--- config.mk ---
export PLATFORM = sky130hd
export DESIGN_NAME = pattern_then_literal_string_extractor_core
export DESIGN_NICKNAME = d
export VERILOG_FILES = /design/src/rtl/ptle_pkg.sv /design/src/rtl/ptle_front.sv /design/src/rtl/ptle_queue.sv /design/src/rtl/ptle_back.sv /design/src/rtl/pattern_then_literal_string_extractor_core.sv
export SDC_FILE = /design/constraint.sdc
export NUM_CORES = 1
export LEC_CHECK = 0
export CAP_MARGIN = 30
export CORE_MARGIN = 4
export CORE_UTILIZATION = 39
export CTS_CLUSTER_DIAMETER = 120
export DETAILED_ROUTE_END_ITERATION = 12
export DONT_BUFFER_PORTS = 1
export SETUP_SLACK_MARGIN = 0.4
export SYNTH_ARGS = -nofsm -noshare
export SYNTH_HDL_FRONTEND = slang
export SYNTH_SLANG_ARGS = --single-unit
--- constraint.sdc ---
create_clock -name aclk -period 13.6 [get_ports aclk]
set_input_delay 1.36 -clock aclk [delete_from_list [all_inputs] [get_ports aclk]]
set_output_delay 1.36 -clock aclk [all_outputs]
set_load 0.01 [all_outputs]
--- src/rtl/ptle_pkg.sv ---
// ----------------------------------------------------------------------------
// ptle_pkg
// Types and constants for the pattern-then-literal string extractor.
// ----------------------------------------------------------------------------
package ptle_pkg;

    localparam int LEN_W       = 5;
    localparam int CNT_W       = 5;
    localparam int PAT_BYTES   = 16;
    localparam int PAT_IDX_W   = 4;
    localparam int QUEUE_DEPTH = 4;

    localparam logic [CNT_W-1:0] CNT_MAX = 5'd31;

    localparam logic [7:0] CHAR_CLOSE  = 8'h29;  // ')'
    localparam logic [7:0] CHAR_ESCAPE = 8'h5C;  // backslash

    localparam logic [1:0] KIND_TEXT  = 2'd0;
    localparam logic [1:0] KIND_CLOSE = 2'd1;
    localparam logic [1:0] KIND_EOF   = 2'd2;

    localparam logic [1:0] CFG_LENGTH  = 2'd0;
    localparam logic [1:0] CFG_PAT_LOW = 2'd1;
    localparam logic [1:0] CFG_PAT_HI  = 2'd2;

    typedef logic [PAT_BYTES-1:0][7:0] pat_t;

    // Results caused by one input byte: an optional text/close result,
    // then an optional end-of-input result.
    typedef struct packed {
        logic       has_first;
        logic [1:0] first_kind;
        logic [7:0] text;
        logic       has_eof;
    } q_entry_t;

endpackage

--- src/rtl/ptle_front.sv ---
// ----------------------------------------------------------------------------
// ptle_front
// Accepts bytes, runs the window match and the string scanner, and turns
// each byte that causes a result into a queue entry describing its results.
// ----------------------------------------------------------------------------
module ptle_front
    import ptle_pkg::*;
#(
    parameter int MAX_PATTERN = 16
) (
    input  logic             aclk,
    input  logic             aresetn,
    input  logic             in_valid,
    input  logic [7:0]       in_byte,
    input  logic             in_last,
    output logic             in_ready,
    input  logic [LEN_W-1:0] used_len,
    input  pat_t             pattern,
    input  logic             q_full,
    output logic             q_push,
    output q_entry_t         q_entry
);

    typedef enum logic [1:0] {
        MODE_SEARCH,
        MODE_STRING,
        MODE_ESCAPE
    } mode_t;

    mode_t                            mode_reg, mode_next;
    logic [MAX_PATTERN-1:0][7:0]      window_reg, window_next;
    logic [CNT_W-1:0]                 count_reg, count_next;

    logic             accept;
    logic             hit;
    logic             count_ok;
    logic [LEN_W-1:0] len_m1;
    logic [LEN_W-1:0] len_m2;
    logic [LEN_W-1:0] sel;
    q_entry_t         entry;

    assign in_ready = !q_full;
    assign accept   = in_valid && in_ready;
    assign len_m1   = used_len - LEN_W'(1);
    assign len_m2   = used_len - LEN_W'(2);
    assign count_ok = ({1'b0, count_reg} + (CNT_W+1)'(1)) >= (CNT_W+1)'(used_len);

    // Window compare: entry k (newest first) must equal pattern byte len-2-k.
    always_comb begin
        hit = count_ok && (in_byte == pattern[len_m1[PAT_IDX_W-1:0]]);
        sel = '0;
        for (int k = 0; k < MAX_PATTERN - 1; k++) begin
            sel = len_m2 - LEN_W'(k);
            if ((LEN_W'(k) + LEN_W'(1)) < used_len &&
                window_reg[k] != pattern[sel[PAT_IDX_W-1:0]]) begin
                hit = 1'b0;
            end
        end
    end

    always_comb begin
        mode_next   = mode_reg;
        window_next = window_reg;
        count_next  = count_reg;
        entry.has_first  = 1'b0;
        entry.first_kind = KIND_TEXT;
        entry.text       = 8'h00;
        entry.has_eof    = in_last;
        case (mode_reg)
            MODE_STRING: begin
                if (in_byte == CHAR_ESCAPE) begin
                    mode_next = MODE_ESCAPE;
                end else if (in_byte == CHAR_CLOSE) begin
                    entry.has_first  = 1'b1;
                    entry.first_kind = KIND_CLOSE;
                    mode_next   = MODE_SEARCH;
                    window_next = '0;
                    count_next  = '0;
                end else begin
                    entry.has_first = 1'b1;
                    entry.text      = in_byte;
                end
            end
            MODE_ESCAPE: begin
                entry.has_first = 1'b1;
                entry.text      = in_byte;
                mode_next       = MODE_STRING;
            end
            default: begin
                window_next = {window_reg[MAX_PATTERN-2:0], in_byte};
                if (count_reg != CNT_MAX) count_next = count_reg + CNT_W'(1);
                if (hit) begin
                    mode_next  = MODE_STRING;
                    count_next = '0;
                end
            end
        endcase
        if (in_last) begin
            mode_next   = MODE_SEARCH;
            window_next = '0;
            count_next  = '0;
        end
    end

    assign q_entry = entry;
    assign q_push  = accept && (entry.has_first || entry.has_eof);

    always_ff @(posedge aclk) begin
        if (!aresetn) begin
            mode_reg   <= MODE_SEARCH;
            window_reg <= '0;
            count_reg  <= '0;
        end else if (accept) begin
            mode_reg   <= mode_next;
            window_reg <= window_next;
            count_reg  <= count_next;
        end
    end

endmodule

--- src/rtl/ptle_queue.sv ---
// ----------------------------------------------------------------------------
// ptle_queue
// Short register queue of result entries between front and back.
// ----------------------------------------------------------------------------
module ptle_queue
    import ptle_pkg::*;
(
    input  logic     aclk,
    input  logic     aresetn,
    input  logic     push,
    input  q_entry_t push_entry,
    input  logic     pop,
    output q_entry_t head,
    output logic     empty,
    output logic     full
);

    localparam int PTR_W = $clog2(QUEUE_DEPTH);

    q_entry_t               store_reg [QUEUE_DEPTH];
    logic [PTR_W-1:0]       wr_ptr_reg, rd_ptr_reg;
    logic [PTR_W:0]         count_reg, count_next;

    assign empty = (count_reg == '0);
    assign full  = (count_reg == (PTR_W+1)'(QUEUE_DEPTH));
    assign head  = store_reg[rd_ptr_reg];

    always_comb begin
        count_next = count_reg;
        if (push && !pop) count_next = count_reg + (PTR_W+1)'(1);
        if (!push && pop) count_next = count_reg - (PTR_W+1)'(1);
    end

    always_ff @(posedge aclk) begin
        if (push) store_reg[wr_ptr_reg] <= push_entry;
    end

    always_ff @(posedge aclk) begin
        if (!aresetn) begin
            wr_ptr_reg <= '0;
            rd_ptr_reg <= '0;
            count_reg  <= '0;
        end else begin
            if (push) wr_ptr_reg <= wr_ptr_reg + PTR_W'(1);
            if (pop)  rd_ptr_reg <= rd_ptr_reg + PTR_W'(1);
            count_reg <= count_next;
        end
    end

endmodule

--- src/rtl/ptle_back.sv ---
// ----------------------------------------------------------------------------
// ptle_back
// Expands each queue entry into one or two result transfers.
// ----------------------------------------------------------------------------
module ptle_back
    import ptle_pkg::*;
(
    input  logic       aclk,
    input  logic       aresetn,
    input  q_entry_t   head,
    input  logic       q_empty,
    output logic       q_pop,
    output logic       out_valid,
    output logic [7:0] out_text,
    output logic [1:0] out_kind,
    input  logic       out_ready
);

    logic first_done_reg, first_done_next;
    logic show_first;
    logic xfer;

    assign out_valid  = !q_empty;
    assign show_first = head.has_first && !first_done_reg;
    assign out_kind   = show_first ? head.first_kind : KIND_EOF;
    assign out_text   = show_first ? head.text : 8'h00;
    assign xfer       = out_valid && out_ready;
    // entry is finished once its last result is transferred
    assign q_pop      = xfer && !(show_first && head.has_eof);

    always_comb begin
        first_done_next = first_done_reg;
        if (xfer) first_done_next = !q_pop;
    end

    always_ff @(posedge aclk) begin
        if (!aresetn) begin
            first_done_reg <= 1'b0;
        end else begin
            first_done_reg <= first_done_next;
        end
    end

endmodule

--- src/rtl/pattern_then_literal_string_extractor_core.sv ---
// ----------------------------------------------------------------------------
// pattern_then_literal_string_extractor_core
// Searches a byte stream for a start pattern and extracts the escaped
// string after it, closed by ')' or by the end of input.
// ----------------------------------------------------------------------------
// Each byte's results are written to the result queue when it is transferred in.
// Throughput: one byte per cycle while the result queue is not full, with a
// combinational window compare; bytes that cause two results need two output
// transfers, absorbed by the four-entry result queue.
// Reset: synchronous, active low; clears scanner state, queue and config
// registers (length 1, pattern bytes zero).
module pattern_then_literal_string_extractor_core
    import ptle_pkg::*;
#(
    parameter int MAX_PATTERN = 16
) (
    input  logic        aclk,
    input  logic        aresetn,
    input  logic        s_tvalid,
    output logic        s_tready,
    input  logic [7:0]  s_tdata,   // [7:0] data_byte
    input  logic        s_tlast,   // final_byte
    output logic        m_tvalid,
    input  logic        m_tready,
    output logic [7:0]  m_tdata,   // [7:0] text_byte
    output logic [1:0]  m_tuser,   // [1:0] result_kind
    input  logic        cfg_valid,
    output logic        cfg_ready,
    input  logic [1:0]  cfg_index,
    input  logic [63:0] cfg_data
);

    logic [LEN_W-1:0] len_reg;
    logic [63:0]      pat_lo_reg;
    logic [63:0]      pat_hi_reg;
    logic [LEN_W-1:0] used_len;
    pat_t             pattern;

    logic     q_push, q_pop, q_empty, q_full;
    q_entry_t q_entry, q_head;

    assign cfg_ready = 1'b1;
    assign pattern   = {pat_hi_reg, pat_lo_reg};

    always_comb begin
        used_len = len_reg;
        if (len_reg == '0) used_len = LEN_W'(1);
        if (len_reg > LEN_W'(MAX_PATTERN)) used_len = LEN_W'(MAX_PATTERN);
    end

    always_ff @(posedge aclk) begin
        if (!aresetn) begin
            len_reg    <= LEN_W'(1);
            pat_lo_reg <= '0;
            pat_hi_reg <= '0;
        end else if (cfg_valid && cfg_ready) begin
            case (cfg_index)
                CFG_LENGTH:  len_reg    <= cfg_data[LEN_W-1:0];
                CFG_PAT_LOW: pat_lo_reg <= cfg_data;
                CFG_PAT_HI:  pat_hi_reg <= cfg_data;
                default: ;
            endcase
        end
    end

    ptle_front #(
        .MAX_PATTERN(MAX_PATTERN)
    ) u_front (
        .aclk     (aclk),
        .aresetn  (aresetn),
        .in_valid (s_tvalid),
        .in_byte  (s_tdata),
        .in_last  (s_tlast),
        .in_ready (s_tready),
        .used_len (used_len),
        .pattern  (pattern),
        .q_full   (q_full),
        .q_push   (q_push),
        .q_entry  (q_entry)
    );

    ptle_queue u_queue (
        .aclk       (aclk),
        .aresetn    (aresetn),
        .push       (q_push),
        .push_entry (q_entry),
        .pop        (q_pop),
        .head       (q_head),
        .empty      (q_empty),
        .full       (q_full)
    );

    ptle_back u_back (
        .aclk      (aclk),
        .aresetn   (aresetn),
        .head      (q_head),
        .q_empty   (q_empty),
        .q_pop     (q_pop),
        .out_valid (m_tvalid),
        .out_text  (m_tdata),
        .out_kind  (m_tuser),
        .out_ready (m_tready)
    );

`ifndef ASSERT_OFF
    // an empty result side means the queue has room
    a_ready_when_idle: assert property (@(posedge aclk) disable iff (!aresetn)
        !m_tvalid |-> s_tready)
        else $error("input stalled with empty result queue");

    a_kind_legal: assert property (@(posedge aclk) disable iff (!aresetn)
        m_tvalid |-> (m_tuser != 2'd3))
        else $error("illegal result kind");

    a_text_only_for_text: assert property (@(posedge aclk) disable iff (!aresetn)
        (m_tvalid && m_tuser != KIND_TEXT) |-> (m_tdata == 8'h00))
        else $error("non-text result carries data");

    // a byte accepted into an empty path must show a result or nothing next cycle,
    // never leave the queue full
    a_no_full_after_single: assert property (@(posedge aclk) disable iff (!aresetn)
        (!m_tvalid && s_tvalid) |=> s_tready)
        else $error("queue full after one entry");
`endif

endmodule

Word-level counts from Yosys, hierarchy flattened
Memory sizes are Yosys's and may differ from the RTL's. A register that Yosys moved wholly into a read port is not among the register bits.
Cells that the tools add are included.
{"block": "totals", "reg_bits": 268, "ramBits": 48, "elab_cells": 229, "inputBits": 80, "out_inout_bits": 13, "mem_count": 1}
{"block": "classes", "magnitude_cmp": 33, "addsub": 22, "reduce_logical": 43, "n_eq_ne": 28, "mux": 78}
{"name": "u_queue.store_reg", "words": 4, "width": 12, "read_ports": 1, "rd_clocked_by_memory_dff": 1, "write_ports": 1, "line": "ptle_queue.sv:20", "text": "q_entry_t store_reg [QUEUE_DEPTH];"}
{"operator": "8-bit binary-select mux with 4-bit select", "n": 16}
{"operator": "120-bit 2-to-1 mux", "n": 3}
{"operator": "120-bit case mux with 2 select lines", "n": 1}
{"operator": "8-bit 2-to-1 mux", "n": 18}
{"operator": "8-bit inequality test", "n": 15}
{"operator": "4-bit by 5-bit < comparator with 1-bit output (second input constant)", "n": 16}
{"operator": "4-bit by 5-bit < comparator with 1-bit output (first input constant)", "n": 8}
{"operator": "5-bit 2-to-1 mux", "n": 7}
{"operator": "4-bit subtractor (second input constant)", "n": 7}
{"operator": "1-bit logical AND", "n": 24}
{"operator": "3-bit by 5-bit < comparator with 1-bit output (first input constant)", "n": 4}
{"operator": "1-bit 2-to-1 mux", "n": 18}
{"operator": "2-bit 2-to-1 mux", "n": 8}
{"operator": "8-bit case mux with 2 select lines", "n": 1}
{"operator": "4-bit by 3-bit subtractor with 4-bit output (second input constant)", "n": 4}
{"operator": "4-bit by 2-bit subtractor with 4-bit output (second input constant)", "n": 3}
{"operator": "11-bit 2-to-1 mux", "n": 1}
{"operator": "2-bit by 5-bit < comparator with 1-bit output (first input constant)", "n": 2}
{"operator": "5-bit case mux with 2 select lines", "n": 1}
{"operator": "8-bit by 6-bit == test with 1-bit output (second input constant)", "n": 1}
{"operator": "8-bit by 7-bit == test with 1-bit output (second input constant)", "n": 1}
{"operator": "8-bit == test", "n": 1}
{"operator": "4-bit nonzero test", "n": 2}
{"operator": "4-bit by 1-bit subtractor with 4-bit output (second input constant)", "n": 2}
{"operator": "29 further kinds", "n": 40}

Logic depth before layout (Yosys ltp)
{"block": "logic_depth", "ltp_word": 26, "depth_mapped": 22, "depth_no_buf": 16}

Hierarchy
From an unflattened synthesis, not the netlist that was laid out.
{"block": "unflattened", "hier_cells": 2116, "area_unflattened_um2": 22054.9}
{"mod": "ptle_front", "area_per_inst_um2": 14674.1, "instances": 1, "seq_area_each_um2": 2542.4, "cells_per_inst": 1476}
{"mod": "pattern_then_literal_string_extractor_core", "area_per_inst_um2": 5031.1, "instances": 1, "seq_area_each_um2": 2662.6, "cells_per_inst": 513}
{"mod": "ptle_queue", "area_per_inst_um2": 2185.8, "instances": 1, "seq_area_each_um2": 1621.6, "cells_per_inst": 108}
{"mod": "ptle_back", "area_per_inst_um2": 163.9, "instances": 1, "seq_area_each_um2": 20.0, "cells_per_inst": 19}

Worst setup path after synthesis
No wires, ideal clock.
{"block": "synth_timing", "path_kind": "register to register", "startpoint": "register len_reg[1]", "endpoint": "register u_front.mode_reg[1]", "path_stages_with_launch": 22, "period_less_slack_ns": 5.390, "t_required_ns": 13.480, "slack_ns": 8.210, "setup_ns": 0.120, "path_buffers": 8, "t_arrival_ns": 5.270, "cell_sequence": "dfxtp_1 buf_6 or4_4 nand2_4 inv_4 buf_6 buf_2 buf_1 ha_1 clkbuf_1 clkbuf_1 clkbuf_1 mux4_2 mux4_2 xor2_1 nor4_1 nand4_1 a31oi_1 and4_1 clkbuf_2 a31oi_1 o31a_1"}
{"block": "synth_between", "elab_chain_len": 25, "elab_cells_between_ends": 117, "cone_classes": "add/sub: 16; order compare: 17; eq/ne: 16; mux: 49; reduce/logical: 19"}
{"item": "from (decl)", "line": "pattern_then_literal_string_extractor_core.sv:33", "text": "logic [LEN_W-1:0] len_reg;"}
{"item": "from (signal assigned)", "line": "pattern_then_literal_string_extractor_core.sv:58", "text": "CFG_LENGTH: len_reg <= cfg_data[LEN_W-1:0];"}
{"item": "parallel branches: the longest is 2 deep, another holds 5-bit greater-than comparator"}
{"item": "5-bit 2-to-1 mux *", "line": "pattern_then_literal_string_extractor_core.sv:48", "text": "if (len_reg > LEN_W'(MAX_PATTERN)) used_len = LEN_W'(MAX_PATTERN);"}
{"item": "4-bit by 2-bit subtractor with 4-bit output or 4-bit by 1-bit subtractor with 4-bit output (tied branches)", "line": "ptle_front.sv:45, ptle_front.sv:44"}
{"item": "4-bit by 1-bit subtractor with 4-bit output (tied with other cells)", "line": "ptle_front.sv:53", "text": "sel = len_m2 - LEN_W'(k);"}
{"item": "8-bit binary-select mux with 4-bit select (tied with other cells)", "line": "ptle_front.sv:55", "text": "window_reg[k] != pattern[sel[PAT_IDX_W-1:0]]) begin"}
{"item": "8-bit 2-to-1 mux (implied by the code) (tied with other cells)", "line": "ptle_front.sv:55"}
{"item": "8-bit inequality test (tied with other cells)", "line": "ptle_front.sv:55"}
{"item": "1-bit logical AND or 1-bit 2-to-1 mux (tied branches)", "line": "ptle_front.sv:54", "text": "if ((LEN_W'(k) + LEN_W'(1)) < used_len &&"}
{"item": "1-bit 2-to-1 mux (13 in series)", "line": "ptle_front.sv:54"}
{"item": "1-bit 2-to-1 mux *", "line": "ptle_front.sv:54"}
{"item": "4-bit nonzero test (no source line) *"}
{"item": "3-bit AND reduction (no source line) *"}
{"item": "to (signal assigned)", "line": "ptle_front.sv:114", "text": "mode_reg <= mode_next;"}
{"item": "to (decl)", "line": "ptle_front.sv:30", "text": "mode_t mode_reg, mode_next;"}
Mark *: on every way between the ends. The select of a mux whose other input is x is not followed.
A chain may end at the register's enable or synchronous reset.

Worst setup path after layout
{"block": "layout_timing", "startpoint": "register len_reg[2]", "endpoint": "register u_front.mode_reg[1]"}
Same word-level chain as after synthesis.

==> results by group <==
Status
  – Status: finished, final reports clean

Detailed routing
  – DRT iter0 DRCs: 3361
  – Post-DRT Antenna Nets: 0
  – DR pass1 iterations: 6
  – WL final: 106000 µm
  – Avg Vias per Cell: 6.79
  – Via count: 23100
  – DR WL/cell: 31.2 µm
  – Drt drc: 0

Setup path
  – Startpoint Class: flip-flop
  – Setup CP Type: flip-flop to flip-flop
  – Critical Path AT: 6.80 ns
  – CP required: 14.08 ns
  – CP delay by family, top: simple AND/OR/NAND/NOR gates
  – Crit-path max FO: 52
  – Critical Path End Type: flip-flop
  – Critical Path Max Stage Delay: 0.71 ns
  – Sequence of cells on the critical path: buf_4 > nand2b_1 > ha_1 > xnor2_4 > nand2_1 > o22a_1 > and3_1 > nor4b_1 > nand4_1 > or3_1 > a2111oi_0 > and4_1 > a31oi_1 > o31a_1
  – Crit-path slowest cell: xnor2_4
  – Buf/Inv on CP: 1

Hold path
  – Hold WC Path Type: flip-flop to flip-flop

Clocking
  – Clock buffer depth: 3
  – CTS tree: done
  – Setup Fix Bufs, Post-CTS: 0
  – Post-CTS Hold Buffers: 0
  – Worst skew pair latency: 0.60 ns
  – CTS Buf Count: 37
  – CTS clock-pin slew for the worst setup and hold paths: 0.06 ns
  – Num Clock Sinks: 314
  – Clock root cell: clkbuf_16
  – # H-tree levels: 2
  – # resized after CTS: 0

Synthesis
  – Synth warn: 0
  – Top_reg_cell synth: dfxtp_1
  – Largest family of logic cells by synthesized area: compound AO/OA/AOI/OAI gates
  – Post-synth EDFFs: 44
  – Adder-Cell Fraction of Synth Area: 1.28%
  – Synth area leader: dfxtp_1
  – Distinct cell type count after synthesis: 90
  – Syn Inst Count: 2761
  – Synthesis-stage register bit count: 314
  – Register area share after synthesis: 29.2%
  – Post-synthesis compound-gate area fraction: 24.2%
  – Post-synth net total: 2864
  – Xor/xnor cell area share of the yosys netlist: 4.77%
  – Ranking of synthesized cells by area: dfxtp_1 (23%), nand2_1 (9.2%), mux4_2 (9.2%), a21boi_0 (8.3%), edfxtp_1 (5.7%)
  – Post-synth ARST share: 0%
  – Netlist Area Pre-Place: 23100 µm²
  – Post-synthesis mux area share: 13.8%
  – Post-synth top area share: 23.4%
  – Avg Inst Size Synth: 8.36 µm²
  – Synth Area in Simple Gates: 21.4%

Finish
  – Layout cells sized above 1: 10.9%
  – Filler cells: 5762
  – Seq. cell area: 6730 µm²
  – Max reg flops: 120
  – Nets: 2708
  – Design area: 24700 µm²
  – Synth-to-layout area growth: 6.89%
  – ANT cells: 0
  – Final core utilization: 42.4%
  – Multi-input logic area: 15200 µm²

STA
  – RSZ-0062 raised after global routing: no
  – Final hold slack: 0.497 ns
  – Worst Tran Pin Value: 1.07 ns
  – Clock period minus worst slack: 6.31 ns
  – Layout Skew: 0.0270 ns
  – Setup TNS: 0 ns
  – Period Utilization, post-route: 46.4%
  – Hold Vio Cnt, Final: 0
  – Peak Freq: 158 MHz
  – Max transition margin: 28.4%
  – Final setup fails: 0
  – Max-slew violation count: 0

Die
  – Die width: 251 µm
  – Ports: 93
  – Core ar.: 58100 µm²
  – Die H: 251 µm
  – FP Rows: 88
  – Die area: 63100 µm²
  – Initial core utilization: 39.7%

Power
  – P per Cell Area: 105 nW/µm²
  – Lkg Pwr: 8.09 nW
  – Maximum vdd drop: 0.0828 mV

Global route
  – First-pass GRT wire length: 152000 µm
  – Tot GR Track Use: 32.2%
  – GR Overflow Total: 0
  – Number of global-route vias before repair: 21400
  – Initial antenna violation count: 1
  – Pin count of the biggest net entering global routing: 273

Place
  – Detailed Place HPWL: 77800 µm
  – Placed inst area: 23400 µm²
  – I/O Buffers: 0
  – Gpl congestion: 1.12

Job
  – Reported max-cap violation count: 0
## worst reg2reg max path: cells and delay by family (launching register included)
kind            cells  cell delay (ns)
simple gates        7             2.47
flops               1             0.66
compound gates      4             1.34
xor+xnor            1             0.71
buf+inv             1             0.63
fa+ha+maj           1             0.41
## cells in the mapped netlist, types with 52 or more instances
master,count
mux2i_1,75
xor2_1,52
a21boi_0,255
mux4_2,94
xnor2_1,65
nand2_1,566
nor2_1,67
nand3_1,158
o22ai_1,77
a21oi_1,111
clkbuf_1,172
dfxtp_1,270
## cells by family after synthesis
logic type	Yosys count
AND/OR/NAND/NOR	1055
multiplexers	192
other	1
adder cells (fa/ha/maj)	23
flip-flops	314
buffers and inverters	287
XOR/XNOR	121
AO/OA/AOI/OAI	768
## worst paths after layout
check / to / from / slack, ns / cells after the start
worst max-delay path: u_front.mode_reg[1] / len_reg[2] / 7.29 / 14
worst min-delay path: u_front.window_reg[118] / u_front.window_reg[118] / 0.50 / 2
worst max register to register: u_front.mode_reg[1] / len_reg[2] / 7.29 / 14
worst min register to register: u_front.window_reg[118] / u_front.window_reg[118] / 0.50 / 2
## placed cells by master (no fill, tap or decap), types with 37 or more instances in the layout
cell type / instances
xor2_1: 51
nor2_1: 64
o21ai_0: 47
nand2_1: 566
o22ai_1: 77
dfxtp_1: 266
edfxtp_1: 44
xnor2_1: 62
mux4_2: 94
nand3_1: 158
clkbuf_16: 37
a21boi_0: 255
buf_4: 50
a21oi_1: 111
mux2i_1: 75
## final cells by class
type	instances	share of cell area, %
clock inverter	16	0.837
timing repair buffer	53	1.64
clock buffer	49	4.06
tap	765	3.88
sequential	314	27.3
multi-input combinational	2160	61.7
inverter	39	0.624
## where the power goes
group	internal (mW)	switching (mW)	total [mW]
Combinational	0.206	0.358	0.564
Sequential	0.966	0.0625	1.03
Clock	0.551	0.443	0.993
## metrics by stage
stage | setup slack, ns | cells | total power, mW
global placement | 7.46 | 3326 | 1.58
global route | 6.97 | 3396 | 2.67
CTS | 7.46 | 3395 | 2.58
finish | 7.29 | 3396 | 2.59
floorplan | 8.21 | 2761 | 1.42
detailed placement | 7.46 | 3330 | 1.59
## metal layers
| layer | GRT usage, % | wire length (µm) | share of wire (%) |
|---|---|---|---|
| met5 | 0 | 60 | 0.057 |
| met2 | 47.4 | 44200 | 42 |
| met4 | 20.0 | 8640 | 8.2 |
| met3 | 8.45 | 11500 | 11 |
| met1 | 42.1 | 41500 | 39 |
Note: power is estimated with default switching activity, not from simulation.
